===== config.mk =====
export PLATFORM = sky130hd
export DESIGN_NAME = cto_control
export DESIGN_NICKNAME = d
export VERILOG_FILES = /design/src/hdl/cto_pkg.sv /design/src/hdl/cto_control.sv
export SDC_FILE = /design/constraint.sdc
export NUM_CORES = 1
export LEC_CHECK = 0
export BUFFER_PORTS_ARGS = -buffer_cell sky130_fd_sc_hd__buf_2
export CAP_MARGIN = 40
export CELL_PAD_IN_SITES_DETAIL_PLACEMENT = 0
export CELL_PAD_IN_SITES_GLOBAL_PLACEMENT = 1
export CORE_MARGIN = 3
export CORE_UTILIZATION = 31
export CTS_CLUSTER_SIZE = 12
export DETAILED_ROUTE_END_ITERATION = 12
export GPL_ROUTABILITY_DRIVEN = 0
export PLACE_DENSITY = 0.67
export SLEW_MARGIN = 20
export SYNTH_ARGS = -nofsm -noshare
export SYNTH_HDL_FRONTEND = slang
export SYNTH_SLANG_ARGS = --single-unit

===== constraint.sdc =====
create_clock -name i_clk -period 1.2 [get_ports i_clk]
set_input_delay 0 -clock i_clk [delete_from_list [all_inputs] [get_ports i_clk]]
set_output_delay 0 -clock i_clk [all_outputs]
set_load 0.03 [all_outputs]

===== src/hdl/cto_pkg.sv =====
// ----------------------------------------------------------------------------
// cto_pkg: shared constants and types for the coplanar triangle overlap block
// Widths of coordinates, products and the controller-datapath command word.
// ----------------------------------------------------------------------------
package cto_pkg;

    localparam int COORD_WIDTH = 24;
    localparam int DIFF_WIDTH  = COORD_WIDTH + 1;
    localparam int PROD_WIDTH  = 2 * DIFF_WIDTH;
    localparam int ACC_WIDTH   = PROD_WIDTH + 1;
    localparam int SUM_WIDTH   = ACC_WIDTH + 1;
    localparam int EPS_WIDTH   = 48;
    localparam int NUM_SLOTS   = 7;
    localparam int SLOT_WIDTH  = 3;

    // datapath operations, one per step
    localparam logic [2:0] OP_NONE  = 3'd0;
    localparam logic [2:0] OP_AXIS  = 3'd1;
    localparam logic [2:0] OP_PAIR  = 3'd2;
    localparam logic [2:0] OP_SIDE  = 3'd3;
    localparam logic [2:0] OP_CLEAR = 3'd4;

    typedef struct packed {
        logic [2:0] op;
        logic [1:0] e0;    // edge start index, first triangle of the pair
        logic [1:0] q0;    // edge start index on the other triangle
        logic       swap;  // side test: point from tri one against tri two
        logic [1:0] k;     // side edge / phase
    } t_cmd;

    typedef struct packed {
        logic hit;
        logic contain;
    } t_stat;

endpackage


===== src/hdl/cto_control.sv =====
// ----------------------------------------------------------------------------
// cto_control: sequencer for one overlap test
// Steps axis choice, all edge pairs and the side functions, then offers the word.
// ----------------------------------------------------------------------------
module cto_control import cto_pkg::*; (
    input  logic  i_clk,
    input  logic  i_rst_n,
    input  logic  i_start,
    input  t_stat i_stat,
    input  logic  i_out_ready,
    output logic  o_busy,
    output t_cmd  o_cmd,
    output logic  o_out_valid,
    output logic  o_overlap
);

    localparam logic [2:0] S_IDLE = 3'd0;
    localparam logic [2:0] S_AXIS = 3'd1;
    localparam logic [2:0] S_RUN  = 3'd2;
    localparam logic [2:0] S_WAIT = 3'd3;
    localparam logic [2:0] S_OUT  = 3'd4;

    logic [2:0] r_state, n_state;
    logic [3:0] r_step, n_step;   // 0-8 pairs, 9-14 side functions
    logic r_valid, n_valid, r_ovl, n_ovl;

    // next state
    always_comb begin
        n_state = r_state;
        n_step  = r_step;
        n_valid = r_valid;
        n_ovl   = r_ovl;
        o_cmd   = '0;
        if (r_valid && i_out_ready) n_valid = 1'b0;
        case (r_state)
            S_IDLE: if (i_start) begin
                o_cmd.op = OP_CLEAR;
                n_state  = S_AXIS;
            end
            S_AXIS: begin
                o_cmd.op = OP_AXIS;
                n_step   = 4'd0;
                n_state  = S_RUN;
            end
            S_RUN: begin
                if (r_step < 4'd9) begin
                    o_cmd.op = OP_PAIR;
                    o_cmd.e0 = (r_step < 4'd3) ? 2'd0 : (r_step < 4'd6) ? 2'd1 : 2'd2;
                    o_cmd.q0 = (r_step < 4'd3) ? r_step[1:0]
                             : (r_step < 4'd6) ? 2'(r_step - 4'd3) : 2'(r_step - 4'd6);
                end else begin
                    o_cmd.op   = OP_SIDE;
                    o_cmd.swap = (r_step >= 4'd12);
                    o_cmd.k    = (r_step < 4'd12) ? 2'(r_step - 4'd9) : 2'(r_step - 4'd12);
                end
                n_step = r_step + 4'd1;
                if (r_step == 4'd14) n_state = S_WAIT;
            end
            S_WAIT: n_state = S_OUT;
            S_OUT: if (!r_valid || i_out_ready) begin
                n_valid = 1'b1;
                n_ovl   = i_stat.hit || i_stat.contain;
                n_state = S_IDLE;
            end
            default: n_state = S_IDLE;
        endcase
    end

    always_ff @(posedge i_clk) begin
        if (!i_rst_n) begin
            r_state <= S_IDLE;
            r_step  <= '0;
            r_valid <= 1'b0;
        end else begin
            r_state <= n_state;
            r_step  <= n_step;
            r_valid <= n_valid;
        end
        r_ovl <= n_ovl;
    end

    assign o_busy      = (r_state != S_IDLE);
    assign o_out_valid = r_valid;
    assign o_overlap   = r_ovl;

endmodule

==> impl_table.tex, run 1 <==
\begin{tabular}{lr}
\hline
Metric & Value \\
\hline
\multicolumn{2}{l}{\textbf{Outcome}} \\
\quad Outcome & finished with violations \\
\quad Failing checks & setup timing \\
\multicolumn{2}{l}{\textbf{Critical path}} \\
\quad CP cell instances & inv\_4 > ha\_4 > inv\_2 > o21ai\_2 > or3b\_4 > a21oi\_4 > buf\_6 \\
\quad Launch point of the worst reg-to-reg path & r\_step[0] \\
\quad Critical Path Source Type & flip-flop \\
\quad Largest delay contributor family on the critical path & simple AND/OR/NAND/NOR gates \\
\quad Slowest CP cell & sky130\_fd\_sc\_hd\_\_or3b\_4 \\
\quad Endpoint type of the worst setup path & output pin \\
\quad Required time worst endpoint & 1200 ps \\
\quad Critical path buffers and inverters & 3 \\
\quad Maximum fanout along the worst path & 4 \\
\quad Worst path arrival time & 1610 ps \\
\quad Slowest stage delay, CP & 400 ps \\
\quad Depth of the worst register-to-register path & 5 \\
\quad Worst setup path startpoint & r\_step[1] \\
\quad Critical path start-end classification & reg -> out \\
\quad Stages on worst setup path & 7 \\
\multicolumn{2}{l}{\textbf{Global route}} \\
\quad Number of antenna violations at the first check in global routing & 0 \\
\quad Global Route Usage Sum & 17.56\% \\
\quad Via count of the first global-routing pass & 782 \\
\quad Pin count of the biggest net entering global routing & 9 \\
\quad First-pass GRT wire length & 3567 um \\
\quad Global route overflow & 0 \\
\multicolumn{2}{l}{\textbf{Floorplan}} \\
\quad Die Area & 2689 um2 \\
\quad Effective utilization at floorplan & a little over a third \\
\quad Chip width & 51.86 um \\
\quad Total number of placement rows & 15 \\
\quad Boundary pin count & 19 \\
\quad Area of the core & 1858 um2 \\
\quad Die Ht & 51.86 um \\
\multicolumn{2}{l}{\textbf{Synthesis}} \\
\quad Post-synth top area share & approximately 25\% \\
\quad Most used flip-flop cell after synthesis & sky130\_fd\_sc\_hd\_\_dfxtp\_1 \\
\quad Post-synthesis register bit count & 9 \\
\quad Top cells by area, synth & sky130\_fd\_sc\_hd\_\_dfxtp\_1, sky130\_fd\_sc\_hd\_\_a21oi\_1, sky130\_fd\_sc\_hd\_\_ha\_1 \\
\quad EDFF count, synth & 1 \\
\quad Synth Warn \# & 0 \\
\quad Per-instance average area after synthesis & 7.760 um2 \\
\quad Post-synth ARST share & 0\% \\
\quad Synth Cell Area & 651.9 um2 \\
\quad Syn Nets & 93 \\
\quad Distinct cell type count of the synthesized netlist & 33 \\
\quad Sequential-to-total area share from yosys stat & approximately 30\% \\
\quad Cell type contributing the most total cell area after synthesis & sky130\_fd\_sc\_hd\_\_dfxtp\_1 \\
\quad Cells after synthesis & between 80 and 90 \\
\multicolumn{2}{l}{\textbf{Route}} \\
\quad Routed wire length per instance & between 10 and 15 um \\
\quad First-pass detailed-route iteration total & 4 \\
\quad Detailed-route vias per instance & 5.000 \\
\quad Antenna Nets Post-Route & 0 \\
\quad Routed via count & 800 \\
\quad Aggregate routed wire length & 2216 um \\
\quad Initial detailed-routing violation count & 19 \\
\quad Remaining design rule violation count & 0 \\
\multicolumn{2}{l}{\textbf{Min path}} \\
\quad Hold Path Origin & i\_rst\_n \\
\quad Number of instances on the worst hold path & 3 \\
\quad Worst hold path class & in -> reg \\
\multicolumn{2}{l}{\textbf{Power}} \\
\quad Net switching power & 0.3095 mW \\
\quad Sequential share of power & 35.7\% \\
\quad Leak & 0.5280 nW \\
\quad Post-layout total power & roughly 0.94 mW \\
\quad Peak supply drop & 0.6202 mV \\
\quad Power per standard cell area & 729.5 nW/um2 \\
\quad Clock power share & 26.6\% \\
\quad Switching power share of the total & 33.08\% \\
\quad Internal Pwr Total & 0.6261 mW \\
\quad Combinational group share of total power & 37.7\% \\
\multicolumn{2}{l}{\textbf{Final layout}} \\
\quad Final standard cell utilization of the core & 69.02\% \\
\quad Proportion of layout cells with a drive suffix above 1 & approximately 67\% \\
\quad Post-layout instance count excluding filler cells & 160 \\
\quad Area Growth Syn to Fin & 96.74\% \\
\quad Number of nets in the layout & 145 \\
\quad Highest-count cells in the layout ignoring fill and taps & sky130\_fd\_sc\_hd\_\_buf\_4, sky130\_fd\_sc\_hd\_\_buf\_6, sky130\_fd\_sc\_hd\_\_buf\_2, sky130\_fd\_sc\_hd\_\_o21ai\_0 \\
\quad Most frequent standard cell in the layout excluding fill and tap cells & sky130\_fd\_sc\_hd\_\_buf\_4 \\
\quad Antenna cells & 0 \\
\multicolumn{2}{l}{\textbf{STA}} \\
\quad Hold slack & 18.15 ps \\
\quad Number of hold-slack violations in the final timing report & 0 \\
\quad Unrepaired setup endpoints after global routing & true \\
\quad Worst-case headroom to the max-slew limit & 78.13\% \\
\quad Final period utilization & 134.2\% \\
\quad Clock Skew & slightly below 5 ps \\
\quad Actual slew at the worst max-slew pin & 327.3 ps \\
\quad Final min period & $\sim$1600 ps \\
\quad Number of pins with negative max-slew slack in the final report & 0 \\
\quad Setup slack after layout & -409.8 ps \\
\quad Final setup violating endpoints & 13 \\
\quad Maximum clock frequency & 621.2 MHz \\
\multicolumn{2}{l}{\textbf{Flow run}} \\
\quad Number of max-cap violations & 0 \\
\multicolumn{2}{l}{\textbf{CTS}} \\
\quad TritonCTS buffer count & 3 \\
\quad Clk Latency, worst-skew pair & 260 ps \\
\quad CTS Sinks & 9 \\
\quad Worst-case clock buffer depth & 2 \\
\quad CTS HTree Levels & 1 \\
\quad TritonCTS clock tree & built \\
\quad Clock-pin transition on the worst setup and hold timing paths & 70 ps \\
\quad CTS Root Buffer Type & sky130\_fd\_sc\_hd\_\_clkbuf\_4 \\
\multicolumn{2}{l}{\textbf{Placement}} \\
\quad DP Wirelength & 1300 um \\
\quad Port Buffer Count & 18 \\
\quad Placed cells & $\sim$140 \\
\hline
\end{tabular}
-- worst min-delay path, stage by stage --
cell and delay (ps):
sky130_fd_sc_hd__buf_2 140, sky130_fd_sc_hd__nand2_1 60, sky130_fd_sc_hd__a21oi_1 30
-- metal layers --
metal  wire length (um)  share of wire, %  global-route usage (%)  vias up
li1                   -                 -                       -      400
met1                942                43                   21.19      384
met2               1206                54                   30.75       12
met3                 42               1.9                   2.579        4
met4                 25               1.1                   6.987        0
met5                  0                 0                       0        -
-- cells by family (layout without fill, tap and decap cells) --
kind of cell | Yosys count | after routing | share of synthesized area (%)
buffers and inverters | 9 | 60 | 7.293
AOI/OAI and AO/OA | 24 | 24 | 22.46
muxes | 1 | 1 | 1.727
DFF | 9 | 9 | 29.17
and+or+nand+nor | 36 | 36 | 30.90
adders and majority gates | 3 | 3 | 5.759
xor gates and xnor gates | 2 | 2 | 2.688
-- sequential cells by signal (all words and copies together) (netlist names) --
name         flops
o_out_valid      1
o_overlap        1
r_state          3
r_step           4
-- layout make-up --
type / instances / area, um2
Fill cell: 142 / 575.6
Inverter: 4 / 20.02
Tap cell: 25 / 31.28
Clock buffer: 4 / 26.28
Sequential cell: 9 / 209.0
Multi-Input combinational cell: 66 / 576.8
Timing Repair Buffer: 52 / 419.2
-- through the flow --
step	TNS, ps	instance area, um2	setup slack, ps
after floorplan	-155.1	700.7	-134.5
after global placement	-390.7	939.7	-173.8
after detailed placement	-418.1	939.7	-179.5
after CTS	-1966	1179	-394.9
after global routing	-3292	1282	-487.9
final	-2351	1282	-409.8
-- repair_timing --
action	4_1_cts	5_1_grt
setup endpoints to repair	12	16
setup buffers	7	5
resized for setup	40	16
pin swaps	9	8
hold buffers	2	0
hold endpoints to repair	1	0
-- worst paths after layout --
path	endpoint	slack (ps)
setup / recovery	o_cmd[7]	-410
hold reg to reg	r_state[1]	580
setup reg to reg	r_step[2]	-40
hold / removal	r_state[0]	20
-- synth_stat cells (2+ instances only) --
cell type	count
sky130_fd_sc_hd__a21oi_1	9
sky130_fd_sc_hd__dfxtp_1	8
sky130_fd_sc_hd__nor2_1	6
sky130_fd_sc_hd__o21ai_0	6
sky130_fd_sc_hd__and2_1	4
sky130_fd_sc_hd__inv_1	4
sky130_fd_sc_hd__nand2_1	4
sky130_fd_sc_hd__nand2b_1	4
sky130_fd_sc_hd__nor2b_1	4
sky130_fd_sc_hd__buf_4	3
sky130_fd_sc_hd__ha_1	3
sky130_fd_sc_hd__nor3_1	3
sky130_fd_sc_hd__buf_2	2
sky130_fd_sc_hd__nand3_1	2
sky130_fd_sc_hd__nor3b_1	2
sky130_fd_sc_hd__o22ai_1	2
sky130_fd_sc_hd__xnor2_1	2
-- power groups by stage --
stage / Clock (mW) / Sequential (mW) / Combinational, mW
floorplan: 0 / 0.335 / 0.144
global placement: 0 / 0.336 / 0.216
detailed placement: 0 / 0.336 / 0.216
CTS: 0.245 / 0.331 / 0.285
global route: 0.279 / 0.336 / 0.379
finish: 0.249 / 0.334 / 0.353
Note: power is estimated with default switching activity, not from simulation.
==> inputs of run 2 (changes only) <==
- CORE_UTILIZATION: 31 -> 33
- CTS_BUF_LIST: not set -> sky130_fd_sc_hd__clkbuf_4
- MAX_ROUTING_LAYER: not set -> met4
- PLACE_DENSITY: 0.67 -> 0.71
==> run 2 against run 1 <==
The flow still finishes with violations (setup timing); sequential share of layout area decreased by 1.2 points; worst hold slack got worse by 8.8 ps; fmax increased by 3.2%; non-clock buffer count increased by 4; critical path depth unchanged; die area decreased by 5.4%; sequential power decreased by 2%; critical endpoint unchanged.
==> impl_table.tex, run 2 (synthesis gave the netlist of run 1 again) <==
\begin{tabular}{lr}
\hline
Metric & Value \\
\hline
\multicolumn{2}{l}{\textbf{Critical path}} \\
\quad Worst path arrival time & around 1600 ps \\
\quad Slowest stage delay, CP & 390 ps \\
\quad Endpoint type of the worst setup path & output pin \\
\quad Critical Path Source Type & flip-flop \\
\quad CP cell instances & inv\_4 > ha\_4 > inv\_2 > o21ai\_4 > or3b\_4 > a21oi\_4 > buf\_6 \\
\quad Required time worst endpoint & 1200 ps \\
\quad Critical path start-end classification & reg -> out \\
\quad Maximum fanout along the worst path & 3 \\
\quad Slowest CP cell & sky130\_fd\_sc\_hd\_\_or3b\_4 \\
\multicolumn{2}{l}{\textbf{STA}} \\
\quad Hold slack & between 9 and 10 ps \\
\quad Number of pins with negative max-slew slack in the final report & 0 \\
\quad Number of hold-slack violations in the final timing report & 0 \\
\quad Final min period & 1560 ps \\
\quad Maximum clock frequency & 641.1 MHz \\
\quad Final period utilization & 130.0\% \\
\quad Actual slew at the worst max-slew pin & 266.9 ps \\
\quad Clock Skew & 8.484 ps \\
\quad Unrepaired setup endpoints after global routing & true \\
\quad Final setup violating endpoints & 10 \\
\quad Setup slack after layout & -359.7 ps \\
\quad Worst-case headroom to the max-slew limit & between 80\% and 90\% \\
\multicolumn{2}{l}{\textbf{Floorplan}} \\
\quad Die Area & about 2500 um2 \\
\quad Boundary pin count & 19 \\
\quad Effective utilization at floorplan & a little over a third \\
\quad Area of the core & 1802 um2 \\
\quad Die Ht & 50.45 um \\
\quad Total number of placement rows & 15 \\
\quad Chip width & 50.45 um \\
\multicolumn{2}{l}{\textbf{Power}} \\
\quad Peak supply drop & 0.6447 mV \\
\quad Post-layout total power & 0.9491 mW \\
\quad Power per standard cell area & around 680 nW/um2 \\
\quad Leak & 0.5748 nW \\
\multicolumn{2}{l}{\textbf{Flow run}} \\
\quad Number of max-cap violations & 0 \\
\multicolumn{2}{l}{\textbf{CTS}} \\
\quad CTS Hold Bufs & 0 \\
\quad CTS Sinks & 9 \\
\quad CTS Root Buffer Type & sky130\_fd\_sc\_hd\_\_clkbuf\_4 \\
\quad TritonCTS clock tree & built \\
\quad Clk Latency, worst-skew pair & roughly 250 ps \\
\quad Worst-case clock buffer depth & 2 \\
\quad Clock-pin transition on the worst setup and hold timing paths & 60 ps \\
\quad CTS HTree Levels & 1 \\
\quad TritonCTS buffer count & 3 \\
\multicolumn{2}{l}{\textbf{Route}} \\
\quad First-pass detailed-route iteration total & 4 \\
\quad Detailed-route vias per instance & $\sim$4.9 \\
\quad Remaining design rule violation count & 0 \\
\quad Routed wire length per instance & 13.26 um \\
\quad Initial detailed-routing violation count & 6 \\
\quad Routed via count & 803 \\
\quad Aggregate routed wire length & approximately 2200 um \\
\quad Antenna Nets Post-Route & 0 \\
\multicolumn{2}{l}{\textbf{Final layout}} \\
\quad Highest-count cells in the layout ignoring fill and taps & sky130\_fd\_sc\_hd\_\_buf\_4, sky130\_fd\_sc\_hd\_\_buf\_6, sky130\_fd\_sc\_hd\_\_buf\_2, sky130\_fd\_sc\_hd\_\_dfxtp\_4 \\
\quad Max reg flops & 4 \\
\quad Register name with the most flops & r\_step \\
\quad Final standard cell utilization of the core & 77.57\% \\
\quad Most frequent standard cell in the layout excluding fill and tap cells & sky130\_fd\_sc\_hd\_\_buf\_4 \\
\quad Proportion of layout cells with a drive suffix above 1 & 76.98\% \\
\quad Area Growth Syn to Fin & 114.4\% \\
\quad Antenna cells & 0 \\
\quad Largest registers in the final layout & r\_step: 4 flops, r\_state: 3 flops \\
\quad Number of nets in the layout & about 150 \\
\multicolumn{2}{l}{\textbf{Global route}} \\
\quad Number of antenna violations at the first check in global routing & 0 \\
\quad Via count of the first global-routing pass & 772 \\
\quad First-pass GRT wire length & 3339 um \\
\quad Global Route Usage Sum & around 17\% \\
\quad Pin count of the biggest net entering global routing & 10 \\
\quad Global route overflow & 0 \\
\multicolumn{2}{l}{\textbf{Placement}} \\
\quad Dpl ws & -213.0 ps \\
\quad Port Buffer Count & 18 \\
\quad DP Wirelength & 1317 um \\
\multicolumn{2}{l}{\textbf{Outcome}} \\
\quad Failing checks & setup timing \\
\quad Outcome & finished with violations \\
\multicolumn{2}{l}{\textbf{Min path}} \\
\quad Worst hold path class & in -> reg \\
\hline
\end{tabular}
[run 2: worst max-delay path: cells and delay by family (launching register included)]
kind	cells	cell delay, ps
AND/OR/NAND/NOR	1	390
adder cells (fa/ha/maj)	1	150
buffers and inverters	3	240
flip-flops	1	360
AO/OA/AOI/OAI	2	190
[run 2: timing repair]
| action | in CTS | in global routing |
|---|---|---|
| resized for setup | 48 | 31 |
| setup endpoints to repair | 13 | 17 |
| pin swaps | 9 | 13 |
| setup buffers | 6 | 6 |
| gates cloned | 0 | 0 |
[run 2: metal layers]
layer	routed length, um	track usage (%)	up-vias	share of wire, %
met3	66	1.780	2	3.0
met1	887	19.42	377	41
met4	11	4.036	0	0.51
li1	-	-	406	-
met5	0	-	-	0
met2	1208	32.83	18	56
[run 2: layout make-up]
class | instances | area (um2)
tap | 25 | 31.28
timing repair buffer | 56 | 479.2
fill | 135 | 404.1
multi-input combinational | 66 | 625.6
clock buffer | 4 | 30.03
inverter | 4 | 20.02
sequential | 9 | 211.5
[run 2: final timing paths]
path              depth (start not counted)  slack, ps    endpoint      start
setup / recovery                          7       -360    o_cmd[7]  r_step[0]
hold / removal                            2          9   o_overlap  i_stat[1]
setup reg to reg                          7       -100   r_step[0]  r_step[0]
hold reg to reg                           3        640  r_state[0]  r_step[3]
[run 2: power by group]
group          switching (mW)  internal, mW  leakage [nW]  total (mW)
Sequential             0.0163         0.311        0.0785       0.328
Combinational           0.170         0.201         0.478       0.370
Clock                   0.101         0.150        0.0184       0.251
[run 2: stage by stage]
| step | TNS [ps] | cell area (um2) | cells |
|---|---|---|---|
| after floorplan | -155.1 | 700.7 | 84 |
| after global placement | -651.1 | 992.2 | 149 |
| after detailed placement | -839.6 | 992.2 | 149 |
| after CTS | -2146 | 1249 | 159 |
| after global routing | -2814 | 1398 | 164 |
| final | -2119 | 1398 | 164 |
